===== config.mk =====
export PLATFORM = sky130hd
export DESIGN_NAME = reciprocal_frequency_ppm_meter
export DESIGN_NICKNAME = d
export VERILOG_FILES = /design/src/design/rfpm_pkg.sv /design/src/design/rfpm_front.sv /design/src/design/rfpm_queue.sv /design/src/design/rfpm_back.sv /design/src/design/reciprocal_frequency_ppm_meter.sv
export SDC_FILE = /design/constraint.sdc
export NUM_CORES = 1
export LEC_CHECK = 0
export BUFFER_PORTS_ARGS = -buffer_cell sky130_fd_sc_hd__clkbuf_2
export CORE_UTILIZATION = 40
export DETAILED_ROUTE_END_ITERATION = 7
export PLACE_DENSITY = 0.67
export SYNTH_ARGS = -nofsm -noshare
export SYNTH_HDL_FRONTEND = slang
export SYNTH_SLANG_ARGS = --single-unit
export TNS_END_PERCENT = 30

===== constraint.sdc =====
create_clock -name clk -period 11.5 [get_ports clk]
set_clock_uncertainty 0.2 [all_clocks]
set_input_delay 1.725 -clock clk [delete_from_list [all_inputs] [get_ports clk]]
set_output_delay 1.725 -clock clk [all_outputs]
set_load 0.02 [all_outputs]

===== src/design/rfpm_pkg.sv =====
// ---------------------------------------------------------------------------
// rfpm_pkg
// Shared types and constants for the reciprocal frequency ppm meter.
// ---------------------------------------------------------------------------
package rfpm_pkg;

  // Input operation codes
  localparam logic OP_OVERFLOW = 1'b0;
  localparam logic OP_TICK     = 1'b1;

  // Reciprocal divide: 32768 Hz times 1e6 reference ticks per second
  localparam int              NUM_W          = 35;
  localparam logic [NUM_W-1:0] FREQ_NUMERATOR = 35'd32768000000;
  localparam int              CNT_W          = 6;

  // Error scaling: (freq - nominal) * 1000 / 32
  localparam logic [31:0]        NOMINAL_HZ = 32'd32768;
  localparam int                 PROD_W     = 45;
  localparam logic signed [10:0] PPM_SCALE  = 11'sd1000;
  localparam int                 PPM_SHIFT  = 5;
  localparam logic signed [PROD_W-1:0] PPM_BIAS = 45'sd31;

  // Job queue between front and back
  localparam int JQ_DEPTH = 2;
  localparam int JQ_AW    = 1;

  // One pending measurement
  typedef struct packed {
    logic [31:0] tick_diff;
    logic [15:0] meas_count;
  } job_t;

  // Queue status seen by both sides
  typedef struct packed {
    logic full;
    logic empty;
  } q_stat_t;

  // Back-end sequencer
  typedef enum logic [1:0] {
    B_IDLE,
    B_DIV,
    B_MUL,
    B_EMIT
  } back_state_t;

  typedef struct packed {
    logic load;
    logic step;
    logic mul;
    logic emit;
  } back_ctl_t;

endpackage


===== src/design/rfpm_front.sv =====
// ---------------------------------------------------------------------------
// rfpm_front
// Accepts input words, keeps the overflow count and last timestamp, and
// queues a job for every tick that completes a measurement.
// ---------------------------------------------------------------------------
module rfpm_front (
  input  logic             clk,
  input  logic             rst_n,
  input  logic             in_valid,
  output logic             in_stall,
  input  logic             in_operation,
  input  logic [15:0]      in_timer_count,
  input  rfpm_pkg::q_stat_t q_stat,
  output logic             push,
  output rfpm_pkg::job_t   job
);
  import rfpm_pkg::*;

  logic [15:0] ovf_r, ovf_nxt;
  logic [31:0] last_r, last_nxt;
  logic        first_r, first_nxt;
  logic [15:0] done_r, done_nxt;

  logic        accept;
  logic        is_tick;
  logic [31:0] stamp;

  // Handshake: only back-pressure from a full queue
  assign in_stall = q_stat.full;
  assign accept   = in_valid && !in_stall;
  assign is_tick  = (in_operation == OP_TICK);

  // Timestamp and measurement decision
  assign stamp = {ovf_r, in_timer_count};
  assign push  = accept && is_tick && !first_r && (stamp != last_r);

  assign job.tick_diff  = stamp - last_r;
  assign job.meas_count = done_r + 16'd1;

  // State update
  always_comb begin
    ovf_nxt   = ovf_r;
    last_nxt  = last_r;
    first_nxt = first_r;
    done_nxt  = done_r;
    if (accept) begin
      if (is_tick) begin
        last_nxt  = stamp;
        first_nxt = 1'b0;
        if (push) begin
          done_nxt = done_r + 16'd1;
        end
      end else begin
        ovf_nxt = ovf_r + 16'd1;
      end
    end
  end

  always_ff @(posedge clk) begin
    if (!rst_n) begin
      ovf_r   <= '0;
      last_r  <= '0;
      first_r <= 1'b1;
      done_r  <= '0;
    end else begin
      ovf_r   <= ovf_nxt;
      last_r  <= last_nxt;
      first_r <= first_nxt;
      done_r  <= done_nxt;
    end
  end

  // A measurement always carries a non-zero interval
  a_diff_nonzero: assert property (@(posedge clk) disable iff (!rst_n)
    push |-> (job.tick_diff != 32'd0))
    else $error("front: zero interval queued");

  a_count_step: assert property (@(posedge clk) disable iff (!rst_n)
    push |=> (done_r == $past(done_r) + 16'd1))
    else $error("front: measurement count did not advance");

  a_first_clears: assert property (@(posedge clk) disable iff (!rst_n)
    (accept && is_tick) |=> !first_r)
    else $error("front: first-tick flag still set after a tick");

endmodule


===== src/design/rfpm_queue.sv =====
// ---------------------------------------------------------------------------
// rfpm_queue
// Short job queue decoupling the front end from the serial back end.
// ---------------------------------------------------------------------------
module rfpm_queue (
  input  logic              clk,
  input  logic              rst_n,
  input  logic              push,
  input  rfpm_pkg::job_t    push_job,
  input  logic              pop,
  output rfpm_pkg::job_t    pop_job,
  output rfpm_pkg::q_stat_t q_stat
);
  import rfpm_pkg::*;

  job_t             entry_r [JQ_DEPTH];
  logic [JQ_AW-1:0] wr_ptr_r, wr_ptr_nxt;
  logic [JQ_AW-1:0] rd_ptr_r, rd_ptr_nxt;
  logic [JQ_AW:0]   cnt_r, cnt_nxt;

  assign q_stat.full  = (cnt_r == (JQ_AW+1)'(JQ_DEPTH));
  assign q_stat.empty = (cnt_r == '0);
  assign pop_job      = entry_r[rd_ptr_r];

  // Pointer and fill count
  always_comb begin
    wr_ptr_nxt = push ? wr_ptr_r + 1'b1 : wr_ptr_r;
    rd_ptr_nxt = pop  ? rd_ptr_r + 1'b1 : rd_ptr_r;
    cnt_nxt    = cnt_r;
    if (push && !pop) begin
      cnt_nxt = cnt_r + 1'b1;
    end else if (pop && !push) begin
      cnt_nxt = cnt_r - 1'b1;
    end
  end

  always_ff @(posedge clk) begin
    if (!rst_n) begin
      wr_ptr_r <= '0;
      rd_ptr_r <= '0;
      cnt_r    <= '0;
    end else begin
      wr_ptr_r <= wr_ptr_nxt;
      rd_ptr_r <= rd_ptr_nxt;
      cnt_r    <= cnt_nxt;
    end
  end

  // Storage
  always_ff @(posedge clk) begin
    if (push) begin
      entry_r[wr_ptr_r] <= push_job;
    end
  end

  a_no_overfill: assert property (@(posedge clk) disable iff (!rst_n)
    push |-> !q_stat.full)
    else $error("queue: push while full");

  a_no_underrun: assert property (@(posedge clk) disable iff (!rst_n)
    pop |-> !q_stat.empty)
    else $error("queue: pop while empty");

  a_fill_bound: assert property (@(posedge clk) disable iff (!rst_n)
    cnt_r <= (JQ_AW+1)'(JQ_DEPTH))
    else $error("queue: fill count out of range");

endmodule


===== src/design/rfpm_back.sv =====
// ---------------------------------------------------------------------------
// rfpm_back
// Serial reciprocal divide, ppm scaling and the output word register.
// ---------------------------------------------------------------------------
module rfpm_back (
  input  logic              clk,
  input  logic              rst_n,
  input  rfpm_pkg::q_stat_t q_stat,
  input  rfpm_pkg::job_t    job,
  output logic              pop,
  output logic              out_valid,
  input  logic              out_stall,
  output logic [31:0]       out_tick_diff,
  output logic [31:0]       out_frequency_hz,
  output logic signed [31:0] out_error_ppm,
  output logic [15:0]       out_measurement_count
);
  import rfpm_pkg::*;

  back_state_t state_r, state_nxt;
  back_ctl_t   ctl;

  logic [31:0]             div_r;
  logic [15:0]             mcnt_r;
  logic [NUM_W-1:0]        num_r;
  logic [31:0]             rem_r;
  logic [31:0]             quo_r;
  logic [CNT_W-1:0]        cnt_r;
  logic signed [PROD_W-1:0] prod_r;

  logic        out_valid_r, out_valid_nxt;
  logic [31:0] out_diff_r;
  logic [31:0] out_freq_r;
  logic [31:0] out_ppm_r;
  logic [15:0] out_mcnt_r;

  logic                     out_free;
  logic [32:0]              rem_sh;
  logic                     ge;
  logic [32:0]              rem_sub;
  logic signed [33:0]       err_c;
  logic signed [PROD_W-1:0] prod_c;
  logic signed [PROD_W-1:0] biased_c;
  logic signed [PROD_W-1:0] scaled_c;

  assign out_free = !out_valid_r || !out_stall;

  // Next state
  always_comb begin
    state_nxt = state_r;
    unique case (state_r)
      B_IDLE: if (!q_stat.empty) state_nxt = B_DIV;
      B_DIV:  if (cnt_r == '0) state_nxt = B_MUL;
      B_MUL:  state_nxt = B_EMIT;
      B_EMIT: if (out_free) state_nxt = B_IDLE;
      default: state_nxt = B_IDLE;
    endcase
  end

  // Sequencer outputs
  always_comb begin
    ctl = '0;
    unique case (state_r)
      B_IDLE: ctl.load = !q_stat.empty;
      B_DIV:  ctl.step = 1'b1;
      B_MUL:  ctl.mul  = 1'b1;
      B_EMIT: ctl.emit = out_free;
      default: ctl = '0;
    endcase
  end

  assign pop = ctl.load;

  // One restoring divide step: one quotient bit per cycle
  assign rem_sh  = {rem_r, num_r[NUM_W-1]};
  assign ge      = (rem_sh >= {1'b0, div_r});
  assign rem_sub = rem_sh - {1'b0, div_r};

  // Error scaling, truncated toward zero
  assign err_c    = $signed({2'b00, quo_r}) - $signed({2'b00, NOMINAL_HZ});
  assign prod_c   = PROD_W'(err_c) * PROD_W'(PPM_SCALE);
  assign biased_c = prod_r + (prod_r[PROD_W-1] ? PPM_BIAS : '0);
  assign scaled_c = biased_c >>> PPM_SHIFT;

  always_ff @(posedge clk) begin
    if (!rst_n) begin
      state_r <= B_IDLE;
    end else begin
      state_r <= state_nxt;
    end
  end

  // Divider datapath
  always_ff @(posedge clk) begin
    if (ctl.load) begin
      div_r  <= job.tick_diff;
      mcnt_r <= job.meas_count;
      num_r  <= FREQ_NUMERATOR;
      rem_r  <= '0;
      quo_r  <= '0;
      cnt_r  <= CNT_W'(NUM_W - 1);
    end else if (ctl.step) begin
      num_r <= {num_r[NUM_W-2:0], 1'b0};
      rem_r <= ge ? rem_sub[31:0] : rem_sh[31:0];
      quo_r <= {quo_r[30:0], ge};
      cnt_r <= cnt_r - 1'b1;
    end
    if (ctl.mul) begin
      prod_r <= prod_c;
    end
  end

  // Output word register
  always_comb begin
    out_valid_nxt = out_valid_r;
    if (ctl.emit) begin
      out_valid_nxt = 1'b1;
    end else if (!out_stall) begin
      out_valid_nxt = 1'b0;
    end
  end

  always_ff @(posedge clk) begin
    if (!rst_n) begin
      out_valid_r <= 1'b0;
    end else begin
      out_valid_r <= out_valid_nxt;
    end
  end

  always_ff @(posedge clk) begin
    if (ctl.emit) begin
      out_diff_r <= div_r;
      out_freq_r <= quo_r;
      out_ppm_r  <= scaled_c[31:0];
      out_mcnt_r <= mcnt_r;
    end
  end

  assign out_valid             = out_valid_r;
  assign out_tick_diff         = out_diff_r;
  assign out_frequency_hz      = out_freq_r;
  assign out_error_ppm         = $signed(out_ppm_r);
  assign out_measurement_count = out_mcnt_r;

  a_div_nonzero: assert property (@(posedge clk) disable iff (!rst_n)
    (state_r == B_DIV) |-> (div_r != 32'd0))
    else $error("back: divide by zero");

  a_rem_bound: assert property (@(posedge clk) disable iff (!rst_n)
    (state_r == B_DIV) |-> (rem_r < div_r))
    else $error("back: partial remainder not below divisor");

  a_load_has_job: assert property (@(posedge clk) disable iff (!rst_n)
    ctl.load |-> !q_stat.empty)
    else $error("back: job taken from empty queue");

  a_emit_shows: assert property (@(posedge clk) disable iff (!rst_n)
    ctl.emit |=> out_valid_r)
    else $error("back: emitted word not presented");

endmodule


===== src/design/reciprocal_frequency_ppm_meter.sv =====
// ---------------------------------------------------------------------------
// reciprocal_frequency_ppm_meter
// Measures a 32768 Hz crystal against a 1 MHz reference timer.
// ---------------------------------------------------------------------------
// Input channel (in_valid / in_stall): one word per event. in_operation low
// is a reference timer overflow, high is a one-second tick carrying the
// captured in_timer_count. A word is taken when in_valid is high and
// in_stall low; in_stall rises only while the two-entry job queue is full.
// Output channel (out_valid / out_stall): one word per completed
// measurement with tick interval, frequency, ppm error and count.
// A measuring tick goes into the queue, is loaded by the back end, runs 35
// divide steps (one quotient bit per cycle in the restoring divider), then
// the ppm multiply, and its word is registered for out_valid. The back end
// works on one measurement at a time while the queue takes further jobs;
// overflow words and ticks that yield no result are accepted while the
// queue has room.
// Reset (rst_n low, synchronous) clears the counters, arms the first-tick
// flag, empties the queue and drops out_valid. A stalled output word holds;
// the divider then waits and the queue absorbs up to two further jobs.
// ---------------------------------------------------------------------------
module reciprocal_frequency_ppm_meter (
  input  logic               clk,
  input  logic               rst_n,
  input  logic               in_valid,
  output logic               in_stall,
  input  logic               in_operation,
  input  logic [15:0]        in_timer_count,
  output logic               out_valid,
  input  logic               out_stall,
  output logic [31:0]        out_tick_diff,
  output logic [31:0]        out_frequency_hz,
  output logic signed [31:0] out_error_ppm,
  output logic [15:0]        out_measurement_count
);
  import rfpm_pkg::*;

  logic    push;
  logic    pop;
  job_t    push_job;
  job_t    pop_job;
  q_stat_t q_stat;

  // Front end: event handling and timestamping
  rfpm_front u_front (
    .clk            (clk),
    .rst_n          (rst_n),
    .in_valid       (in_valid),
    .in_stall       (in_stall),
    .in_operation   (in_operation),
    .in_timer_count (in_timer_count),
    .q_stat         (q_stat),
    .push           (push),
    .job            (push_job)
  );

  // Job queue
  rfpm_queue u_queue (
    .clk      (clk),
    .rst_n    (rst_n),
    .push     (push),
    .push_job (push_job),
    .pop      (pop),
    .pop_job  (pop_job),
    .q_stat   (q_stat)
  );

  // Back end: divide, scale, output register
  rfpm_back u_back (
    .clk                   (clk),
    .rst_n                 (rst_n),
    .q_stat                (q_stat),
    .job                   (pop_job),
    .pop                   (pop),
    .out_valid             (out_valid),
    .out_stall             (out_stall),
    .out_tick_diff         (out_tick_diff),
    .out_frequency_hz      (out_frequency_hz),
    .out_error_ppm         (out_error_ppm),
    .out_measurement_count (out_measurement_count)
  );

endmodule

==> results.sh, run 1 <==
export IMPL_status="completed"
export IMPL_antenna_cells=0
export IMPL_cts_hold_buf=0
export IMPL_synth_cell_type_count=82
export IMPL_dpl_cell_area_sq_um=27300
export IMPL_tightest_slew_ns=1.24
export IMPL_whs_ns=0.210
export IMPL_crit_type="register to register"
export IMPL_synth_seq_cells=447
export IMPL_synth_top_family_by_area="adder cells"
export IMPL_port_buffers=134
export IMPL_synth_flop_cell="edfxtp_1"
export IMPL_cts_tree="done"
export IMPL_postSynthCellCount=2318
export IMPL_synth_adder_area_share_pct=17.9
export IMPL_fmax_mhz=152
export IMPL_grt_max_degree=82
export IMPL_synth_xor_area_share_pct=6.65
export IMPL_synthTopCellsByCount="edfxtp_1 (291), inv_1 (261), nand2_1 (181)"
export IMPL_avgSynthCellArea_sq_um=11.1
export IMPL_hold_end="u_back.out_measurement_count[10]"
export IMPL_cts_setup_buffers=0
export IMPL_grt_pass1_vias=16900
export IMPL_crit_path_max_fanout=9
export IMPL_gp_congestion=0.904
export IMPL_cts_resized_gates=0
export IMPL_clock_path_buffers=3
export IMPL_fill_cells=5839
export IMPL_routedWlPerCell_um=15.1
export IMPL_path_clk_slew_ns=0.06
export IMPL_cts_root_buf="clkbuf_16"
export IMPL_syn_cell_area_sq_um=25800
export IMPL_relSlewSlack_pct=17.1
export IMPL_synth_edf_count=291
export IMPL_grt_pass1_wl_mm=83.1
export IMPL_utilization_pct=45.7
export IMPL_synthArstFlopShare_pct=0
export IMPL_drv_slew=0
export IMPL_die_area_sq_um=65400
export IMPL_grtUsageTotal_pct=15.5
export IMPL_synth_simple_area_share_pct=10.1
export IMPL_reg2reg_depth=22
export IMPL_synth_area_leader_cell="edfxtp_1"
export IMPL_arrival_ns=6.70
export IMPL_hold_viol=0
export IMPL_ys_warn_count=0
export IMPL_drc=0
export IMPL_cap_violations=0
export IMPL_vdd_drop_max_mv=0.137
export IMPL_row_count=92
export IMPL_crit_path_end_kind="register"
export IMPL_period_needed_ns=6.58
export IMPL_power_leakage_nw=11.9
export IMPL_vias=16700
export IMPL_power_density_nw_per_um2=206
export IMPL_yosys_cell_count_top_type="edfxtp_1"
export IMPL_nets=2764
export IMPL_numCtsBuffers=50
export IMPL_dr_pass1_iters=5
export IMPL_yosys_area_top_type_share_pct=33.9
export IMPL_antenna_found_initial=0
export IMPL_hold_depth=0
export IMPL_start_kind="register"
export IMPL_overflow=0
export IMPL_r2r_end="u_back.prod_r[43]"
export IMPL_hold_path_class="register to register"
export IMPL_final_area_sq_um=28900
export IMPL_drtIter0Drc=791
export IMPL_post_route_period_util_pct=57.2
export IMPL_htreeDepth=2
export IMPL_die_h_um=256
export IMPL_grt_setup_unrepaired="false"
export IMPL_pin_count=135
export IMPL_r2r_slack_ns=4.92
export IMPL_clock_sinks=447
export IMPL_coreArea_sq_um=63300
export IMPL_antenna_left=0
export IMPL_clock_latency_ns=0.61
export IMPL_required_ns=11.63
export IMPL_synthMuxAreaShare_pct=4.37
export IMPL_die_width_um=256
export IMPL_area_delta_synth_final_pct=12.2
export IMPL_setup_tns_ns=0
export IMPL_synth_compound_area_share_pct=9.94
export IMPL_drt_total_wl_mm=50.3
export IMPL_viasPerCell=5.01
export IMPL_hold_path_startpoint="u_back.mcnt_r[10]"
export IMPL_setup_viol=0
export IMPL_yosysSeqAreaShare_pct=46.0
export IMPL_synth_top_cells_by_area="edfxtp_1 (34%), dfxtp_1 (12%), fa_1 (9.2%), ha_1 (8.6%), xnor2_1 (4.4%)"
export IMPL_r2r_start="u_back.quo_r[15]"
export IMPL_drive_above_1_share_pct=11.8
export IMPL_initial_core_util_pct=40.7
export IMPL_dp_hpwl_mm=37.0
==> per-layer routing <==
metal  routed length (um)  vias up  GRT usage (%)
met5                    0        -              0
li1                     -     8288              -
met4                 1440        0           5.69
met3                 1630       86           2.23
met1                22200     8017           18.7
met2                25000      292           27.7
==> final cells by class <==
class | instances | area (sq um) | area share (%)
sequential | 447 | 11900 | 41.0
clock buffer | 58 | 1300 | 4.51
clock inverter | 33 | 292 | 1.01
inverter | 262 | 986 | 3.41
tap | 846 | 1060 | 3.66
multi-input combinational | 1540 | 12600 | 43.8
timing repair buffer | 146 | 761 | 2.63
==> critical path: stages (launching register included) <==
cell and delay [ns]:
dfxtp_1 0.40, inv_1 0.17, ha_1 0.26, nand2_1 0.12, nor3_1 0.19, xor2_1 0.63
xnor2_1 0.31, xor2_1 0.22, fa_1 0.52, inv_1 0.06, fa_1 0.53, inv_1 0.06
fa_1 0.54, inv_1 0.05, ha_1 0.38, a21oi_1 0.22, nand2_1 0.08, a211o_1 0.29
o22ai_1 0.29, o31a_1 0.21, o21ai_0 0.11, a221oi_1 0.33, xnor2_1 0.10
==> cell usage in the layout (no fill, tap or decap), drive strengths merged, types with 22 or more instances in the layout <==
cell / instances
a21boi: 39
a21o: 27
a21oi: 121
and2: 45
and3: 22
clkbuf: 192
dfxtp: 156
edfxtp: 291
fa: 118
ha: 178
inv: 264
mux2: 51
mux2i: 55
nand2: 181
nand3: 41
nand4: 24
nor2: 143
nor3: 26
o21ai: 80
xnor2: 130
xor2: 64
==> registers in the layout (all words and copies together) (netlist names), 32 cells and up <==
| name | cells |
|---|---|
| u_back.out_frequency_hz | 32 |
| u_back.out_error_ppm | 32 |
| u_back.rem_r | 32 |
| u_back.prod_r | 35 |
| u_back.quo_r | 32 |
| u_back.out_tick_diff | 32 |
| u_front.last_r | 32 |
| u_back.div_r | 32 |
| u_queue.entry_r | 96 |
==> power breakdown <==
group	total [W]	leakage, nW	switching (W)	internal, W
Clock	0.00154	0.752	0.000653	0.000883
Combinational	0.00217	7.31	0.00129	0.000877
Sequential	0.00226	3.88	0.000188	0.00207
==> cell families (layout without fill, tap and decap cells) <==
group / after synthesis / after routing
multiplexers: 106 / 106
AND/OR/NAND/NOR: 545 / 545
XOR/XNOR: 194 / 194
other: 1 / 2
flip-flops: 447 / 447
AO/OA/AOI/OAI: 394 / 394
adder cells (fa/ha/maj): 299 / 299
buffers and inverters: 332 / 499
==> how the worst max path moves through the flow <==
| stage | cells after the start | startpoint | slack, ns | endpoint |
|---|---|---|---|---|
| final | 22 | u_back.quo_r[15] | 4.92 | u_back.prod_r[43] |
| after global routing | 22 | u_back.quo_r[15] | 4.56 | u_back.prod_r[43] |
| after CTS | 22 | u_back.quo_r[15] | 5.01 | u_back.prod_r[43] |
| after detailed placement | 22 | u_back.quo_r[15] | 5.04 | u_back.prod_r[43] |
| after global placement | 21 | u_back.quo_r[17] | 5.26 | u_back.prod_r[43] |
| after floorplan | 6 | in_timer_count[8] | 3.67 | u_queue.entry_r[0][0] |
==> metrics by stage <==
| step | power, W | std cells | worst slack [ns] |
|---|---|---|---|
| after floorplan | 0.00399 | 2319 | 3.67 |
| after global placement | 0.00439 | 3241 | 5.26 |
| after detailed placement | 0.00447 | 3241 | 5.04 |
| after CTS | 0.00604 | 3332 | 5.01 |
| after global routing | 0.00639 | 3332 | 4.56 |
| final | 0.00596 | 3332 | 4.92 |
Note: power is estimated with default switching activity, not from simulation.
==> run 2, diff against run 1 <==
--- a/config.mk
+++ b/config.mk
@@ -8,7 +8,7 @@
 export BUFFER_PORTS_ARGS = -buffer_cell sky130_fd_sc_hd__clkbuf_2
 export CORE_UTILIZATION = 40
 export DETAILED_ROUTE_END_ITERATION = 7
-export PLACE_DENSITY = 0.67
+export PLACE_DENSITY = 0.69
 export SYNTH_ARGS = -nofsm -noshare
 export SYNTH_HDL_FRONTEND = slang
 export SYNTH_SLANG_ARGS = --single-unit
==> constraint.sdc (replaced) <==
create_clock -name clk -period 5.4 [get_ports clk]
set_clock_uncertainty 0.2 [all_clocks]
set_input_delay 0.81 -clock clk [delete_from_list [all_inputs] [get_ports clk]]
set_output_delay 0.81 -clock clk [all_outputs]
set_load 0.02 [all_outputs]
==> run 2 against run 1 <==
  * The run now ends with setup timing left
  * Via count is 3.1% higher
  * Setup slack worse by 4.9 ns
  * Die area stayed put
  * Clock-buffer cell count is 3 higher
  * Final cell count is 3.8% higher
  * Core utilization is 2.2 points higher
  * Combinational power is 120% higher
==> results.sh, run 2 (same netlist as run 1, synthesis figures left out) <==
export IMPL_status="finished with violations"
export IMPL_failed_checks="setup timing"
export IMPL_clock_latency_ns=0.60
export IMPL_hold_path_startpoint="u_back.mcnt_r[1]"
export IMPL_grt_max_degree=99
export IMPL_row_count=92
export IMPL_antenna_left=0
export IMPL_r2r_slack_ns=-0.009
export IMPL_slowest_delay_ns=0.54
export IMPL_layout_commonest_cell="edfxtp_1"
export IMPL_path_clk_slew_ns=0.06
export IMPL_relSlewSlack_pct=17.4
export IMPL_cap_violations=0
export IMPL_cts_root_buf="clkbuf_16"
export IMPL_antenna_found_initial=0
export IMPL_cts_tree="done"
export IMPL_coreArea_sq_um=63300
export IMPL_dp_hpwl_mm=38.2
export IMPL_pin_count=135
export IMPL_cp_num_buf_inv=6
export IMPL_die_area_sq_um=65400
export IMPL_r2r_end="u_back.prod_r[43]"
export IMPL_path_delay_family="adder cells"
export IMPL_drt_total_wl_mm=52.0
export IMPL_power_w=0.0129
export IMPL_drv_slew=0
export IMPL_cp_slowest_cell="fa_1"
export IMPL_numCtsBuffers=50
export IMPL_drc=0
export IMPL_vias=17200
export IMPL_dr_pass1_iters=5
export IMPL_clock_path_buffers=3
export IMPL_crit_chain="nor4_4 > buf_4 > nand2_4 > nor3_4 > xor2_1 > xnor2_1 > buf_4 > xor2_1 > fa_1 > inv_2 > fa_1 > inv_1 > fa_1 > inv_1 > ha_4 > buf_4 > nand3_1 > a211oi_2 > o22ai_2 > o31a_1 > o21ai_2 > a221oi_2 > xnor2_1"
export IMPL_setup_viol=1
export IMPL_die_h_um=256
export IMPL_hold_path_class="register to register"
export IMPL_drive_above_1_share_pct=18.8
export IMPL_initial_core_util_pct=40.7
export IMPL_gp_congestion=0.896
export IMPL_tightest_slew_ns=1.23
export IMPL_power_density_nw_per_um2=427
export IMPL_grt_pass1_wl_mm=85.3
export IMPL_reg_top3="u_queue.entry_r x96, u_back.prod_r x35"
export IMPL_die_width_um=256
export IMPL_overflow=0
export IMPL_crit_path_end_kind="register"
export IMPL_worst_slack_ns=-0.00942
export IMPL_cts_hold_buf=0
export IMPL_nets=2889
export IMPL_crit_type="register to register"
export IMPL_reg2reg_depth=23
export IMPL_power_leakage_nw=12.6
export IMPL_grt_pass1_vias=17500
export IMPL_crit_path_max_fanout=4
export IMPL_hold_viol=0
export IMPL_viasPerCell=4.97
export IMPL_required_ns=5.52
export IMPL_final_area_sq_um=30300
export IMPL_port_buffers=134
export IMPL_whs_ns=0.217
export IMPL_clock_sinks=447
export IMPL_dpl_cell_area_sq_um=28100
export IMPL_antenna_cells=0
export IMPL_vdd_drop_max_mv=0.303
export IMPL_hold_end="u_back.out_measurement_count[1]"
export IMPL_grt_setup_unrepaired="true"
export IMPL_grtUsageTotal_pct=15.8
export IMPL_final_cell_mix="edfxtp_1 (291), inv_1 (251), nand2_1 (178)"
export IMPL_utilization_pct=47.8
export IMPL_routedWlPerCell_um=15.0
export IMPL_period_needed_ns=5.41
export IMPL_start_kind="register"
export IMPL_fmax_mhz=185
export IMPL_hold_depth=0
export IMPL_post_route_period_util_pct=100
export IMPL_max_flop_register="u_queue.entry_r"
export IMPL_largest_register_ff_count=96
export IMPL_r2r_start="u_back.quo_r[17]"
export IMPL_htreeDepth=2
export IMPL_arrival_ns=5.53
export IMPL_area_delta_synth_final_pct=17.6
export IMPL_drtIter0Drc=839
## run 2: area by class of cell
type | count | area, sq um
clock inverters | 31 | 335
multi-input cells | 1540 | 13000
clock buffers | 61 | 1330
flip-flops and latches | 447 | 11900
well taps | 846 | 1060
inverters | 262 | 986
fillers | 5689 | 33000
repair buffers | 271 | 1710
## run 2: per-stage QoR
stage                     TNS [ns]  setup WS, ns  std cells
after floorplan              -1.60        -0.575       2319
after global placement      -0.332        -0.215       3345
after detailed placement     -1.08        -0.359       3345
after CTS                   -0.122       -0.0662       3452
after global routing         -1.01        -0.240       3458
final                     -0.00942      -0.00942       3458
## run 2: timing repair
item / in CTS / in global routing
setup buffers: 16 / 7
pin swaps: 41 / 43
setup endpoints to repair: 7 / 9
resized for setup: 41 / 35
cloned: 0 / 0
## run 2: power by group
part / switching [W] / leakage (nW) / internal, W
logic: 0.00281 / 7.95 / 0.00193
clock network: 0.00143 / 0.801 / 0.00196
registers: 0.000382 / 3.89 / 0.00441
total: 0.00462 / 12.6 / 0.00831
## run 2: worst register-to-register path: stages, from the launching register on
cell and delay [ns]:
dfxtp_2 0.34, nor4_4 0.28, buf_4 0.17, nand2_4 0.07
nor3_4 0.16, xor2_1 0.23, xnor2_1 0.12, buf_4 0.15
xor2_1 0.15, fa_1 0.54, inv_2 0.05, fa_1 0.52
inv_1 0.05, fa_1 0.52, inv_1 0.06, ha_4 0.28
buf_4 0.11, nand3_1 0.08, a211oi_2 0.22, o22ai_2 0.13
o31a_1 0.34, o21ai_2 0.17, a221oi_2 0.08, xnor2_1 0.13
## run 2: worst max-delay path by stage
stage | from | end | slack, ns | depth (start not counted)
global route | u_back.quo_r[17] | u_back.prod_r[36] | -0.24 | 25
detailed placement | u_back.quo_r[21] | u_back.prod_r[43] | -0.36 | 22
finish | u_back.quo_r[17] | u_back.prod_r[43] | -0.009 | 23
global placement | u_back.quo_r[21] | u_back.prod_r[43] | -0.21 | 22
CTS | u_back.quo_r[24] | u_back.prod_r[43] | -0.07 | 22
floorplan | u_back.quo_r[17] | u_back.prod_r[43] | -0.58 | 23
## run 2: layer usage
metal  part of all wire [%]  track usage (%)  wire length (um)
met5                      0                0                 0
met4                    3.4             6.00              1770
met3                    3.4             2.19              1780
met2                     50             28.4             26000
met1                     43             19.1             22500
==> run 3, diff against run 2 <==
--- a/config.mk
+++ b/config.mk
@@ -9,6 +9,7 @@
 export CORE_UTILIZATION = 40
 export DETAILED_ROUTE_END_ITERATION = 7
 export PLACE_DENSITY = 0.69
+export RECOVER_POWER = 25
 export SYNTH_ARGS = -nofsm -noshare
 export SYNTH_HDL_FRONTEND = slang
 export SYNTH_SLANG_ARGS = --single-unit
==> run 3 against run 2 <==
  * The flow still finishes with violations (setup timing)
  * Via count is essentially flat
  * Sequential cell count is the same
  * Hold slack is essentially flat
  * Cell area is essentially flat
  * Clock-buffer cell count is the same
  * Maximum frequency is essentially flat
  * Core utilization is essentially flat
  * Largest cell class unchanged
  * Highest routed layer unchanged
==> results.sh, run 3 (same netlist as run 1, synthesis figures left out) <==
export IMPL_cp_num_buf_inv=6
export IMPL_crit_chain="nor4_4 > buf_4 > nand2_4 > nor3_4 > xor2_1 > xnor2_1 > buf_4 > xor2_1 > fa_1 > inv_2 > fa_1 > inv_1 > fa_1 > inv_1 > ha_4 > buf_4 > nand3_1 > a211oi_2 > o22ai_2 > o31a_1 > o21ai_2 > a221oi_2 > xnor2_1"
export IMPL_crit_path_max_fanout=4
export IMPL_start_kind="register"
export IMPL_grt_setup_unrepaired="true"
export IMPL_r2r_start="u_back.quo_r[17]"
export IMPL_numCtsBuffers=50
export IMPL_grt_pass1_vias=17500
export IMPL_overflow=0
export IMPL_max_flop_register="u_queue.entry_r"
export IMPL_tightest_slew_ns=1.23
export IMPL_clkPwrFrac_pct=26.2
export IMPL_fmax_mhz=185
export IMPL_cts_tree="done"
export IMPL_switching_power_w=0.00463
export IMPL_failed_checks="setup timing"
export IMPL_r2r_slack_ns=-0.01
export IMPL_coreArea_sq_um=63300
export IMPL_crit_type="register to register"
export IMPL_combPwrFrac_pct=36.7
export IMPL_switching_share_pct=35.8
export IMPL_relSlewSlack_pct=17.2
export IMPL_routedWlPerCell_um=15.0
export IMPL_gp_congestion=0.896
export IMPL_dp_slack_ns=-0.359
export IMPL_final_cell_mix="edfxtp_1 (291), inv_1 (251), nand2_1 (178)"
export IMPL_crit_cells=23
export IMPL_drv_slew=0
export IMPL_cap_violations=0
export IMPL_drt_total_wl_mm=52.0
export IMPL_path_delay_family="adder cells"
export IMPL_r2r_end="u_back.prod_r[43]"
export IMPL_period_needed_ns=5.41
export IMPL_crit_path_end_kind="register"
export IMPL_drc=0
export IMPL_clock_path_buffers=3
export IMPL_antenna_left=0
export IMPL_status="finished with violations"
export IMPL_die_area_sq_um=65400
export IMPL_reg2reg_depth=23
export IMPL_power_leakage_nw=12.6
export IMPL_area_delta_synth_final_pct=17.5
export IMPL_hold_path_class="register to register"
export IMPL_vias=17200
export IMPL_power_density_nw_per_um2=427
export IMPL_multiInputGateArea_sq_um=13000
export IMPL_viasPerCell=4.97
export IMPL_setup_viol=1
export IMPL_cp_slowest_cell="fa_1"
export IMPL_register_area_sq_um=11900
export IMPL_cts_hold_buf=0
export IMPL_cp_startpoint="u_back.quo_r[17]"
export IMPL_vdd_drop_max_mv=0.303
export IMPL_cts_root_buf="clkbuf_16"
export IMPL_initial_core_util_pct=40.7
export IMPL_slowest_delay_ns=0.54
export IMPL_drive_above_1_share_pct=18.6
export IMPL_endpoint="u_back.prod_r[43]"
export IMPL_dp_hpwl_mm=38.2
export IMPL_required_ns=5.52
export IMPL_post_route_period_util_pct=100
export IMPL_dpl_cell_area_sq_um=28100
export IMPL_final_area_sq_um=30300
export IMPL_grt_max_degree=99
export IMPL_grt_pass1_wl_mm=85.3
export IMPL_die_width_um=256
export IMPL_largest_register_ff_count=96
export IMPL_drtIter0Drc=884
export IMPL_nets=2889
export IMPL_arrival_ns=5.53
export IMPL_dr_pass1_iters=5
export IMPL_die_h_um=256
export IMPL_htreeDepth=2
export IMPL_cellInternalPower_w=0.00830
export IMPL_grtUsageTotal_pct=15.8
export IMPL_antenna_cells=0
export IMPL_path_clk_slew_ns=0.06
export IMPL_layout_commonest_cell="edfxtp_1"
export IMPL_clock_latency_ns=0.60
export IMPL_utilization_pct=47.8
export IMPL_port_buffers=134
export IMPL_pwr_share_seq_pct=37.1
export IMPL_hold_viol=0
export IMPL_antenna_found_initial=0
export IMPL_fill_cells=5696
export IMPL_reg_top3="u_queue.entry_r x96, u_back.prod_r x35"
export IMPL_pin_count=135
export IMPL_clock_sinks=447
export IMPL_row_count=92
export IMPL_worst_slack_ns=-0.0100
-- run 3: worst register-to-register path: cells and delay by family (launching register included) --
family	cells	cell delay, ns
AOI/OAI and AO/OA	5	0.94
xor gates and xnor gates	4	0.63
DFF	1	0.34
adders and majority gates	4	1.86
buffers and inverters	6	0.59
and+or+nand+nor	4	0.60
-- run 3: power groups by stage --
| stage | Clock (W) | Combinational, W | Sequential [W] |
|---|---|---|---|
| global route | 0.00361 | 0.00537 | 0.00486 |
| global placement | 0 | 0.00464 | 0.00484 |
| detailed placement | 0 | 0.00471 | 0.00487 |
| floorplan | 0 | 0.00367 | 0.00481 |
| CTS | 0.00349 | 0.00477 | 0.00481 |
| finish | 0.00339 | 0.00475 | 0.00479 |
-- run 3: what timing repair did --
action | in CTS | in global routing
endpoints found under the setup margin | 7 | 9
buffers inserted | 16 | 7
resized for setup | 41 | 35
cloned | 0 | 0
pin swaps | 41 | 43
-- run 3: layout make-up --
class / instances / share of cell area (%)
well taps: 846 / 3.50
inverters: 262 / 3.26
repair buffers: 271 / 5.58
multi-input cells: 1540 / 43.0
clock buffers: 61 / 4.38
flip-flops and latches: 447 / 39.2
clock inverters: 31 / 1.11
-- run 3: worst min path at each step --
| stage | start | endpoint | cells past startpoint |
|---|---|---|---|
| finish | u_back.mcnt_r[1] | u_back.out_measurement_count[1] | 0 |
| detailed placement | u_back.mcnt_r[13] | u_back.out_measurement_count[13] | 0 |
| global route | u_back.mcnt_r[7] | u_back.out_measurement_count[7] | 0 |
| floorplan | u_back.mcnt_r[0] | u_back.out_measurement_count[0] | 0 |
| CTS | u_back.mcnt_r[9] | u_back.out_measurement_count[9] | 0 |
| global placement | u_back.mcnt_r[0] | u_back.out_measurement_count[0] | 0 |
-- run 3: layer usage --
| layer | global-route usage, % | wire, um |
|---|---|---|
| met1 | 19.1 | 22500 |
| met2 | 28.4 | 26000 |
| met3 | 2.19 | 1700 |
| met4 | 6.00 | 1760 |
| met5 | 0 | 0 |
-- run 3: per-stage QoR --
step           hold slack, ns  total power, W  instances  setup TNS (ns)
3_5_place_dp            0.205         0.00959       3345           -1.08
3_3_place_gp            0.202         0.00948       3345          -0.332
4_1_cts                 0.220          0.0131       3452          -0.122
5_1_grt                 0.225          0.0138       3458           -1.16
6_report                0.217          0.0129       3458         -0.0100
2_1_floorplan           0.200         0.00848       2319           -1.60
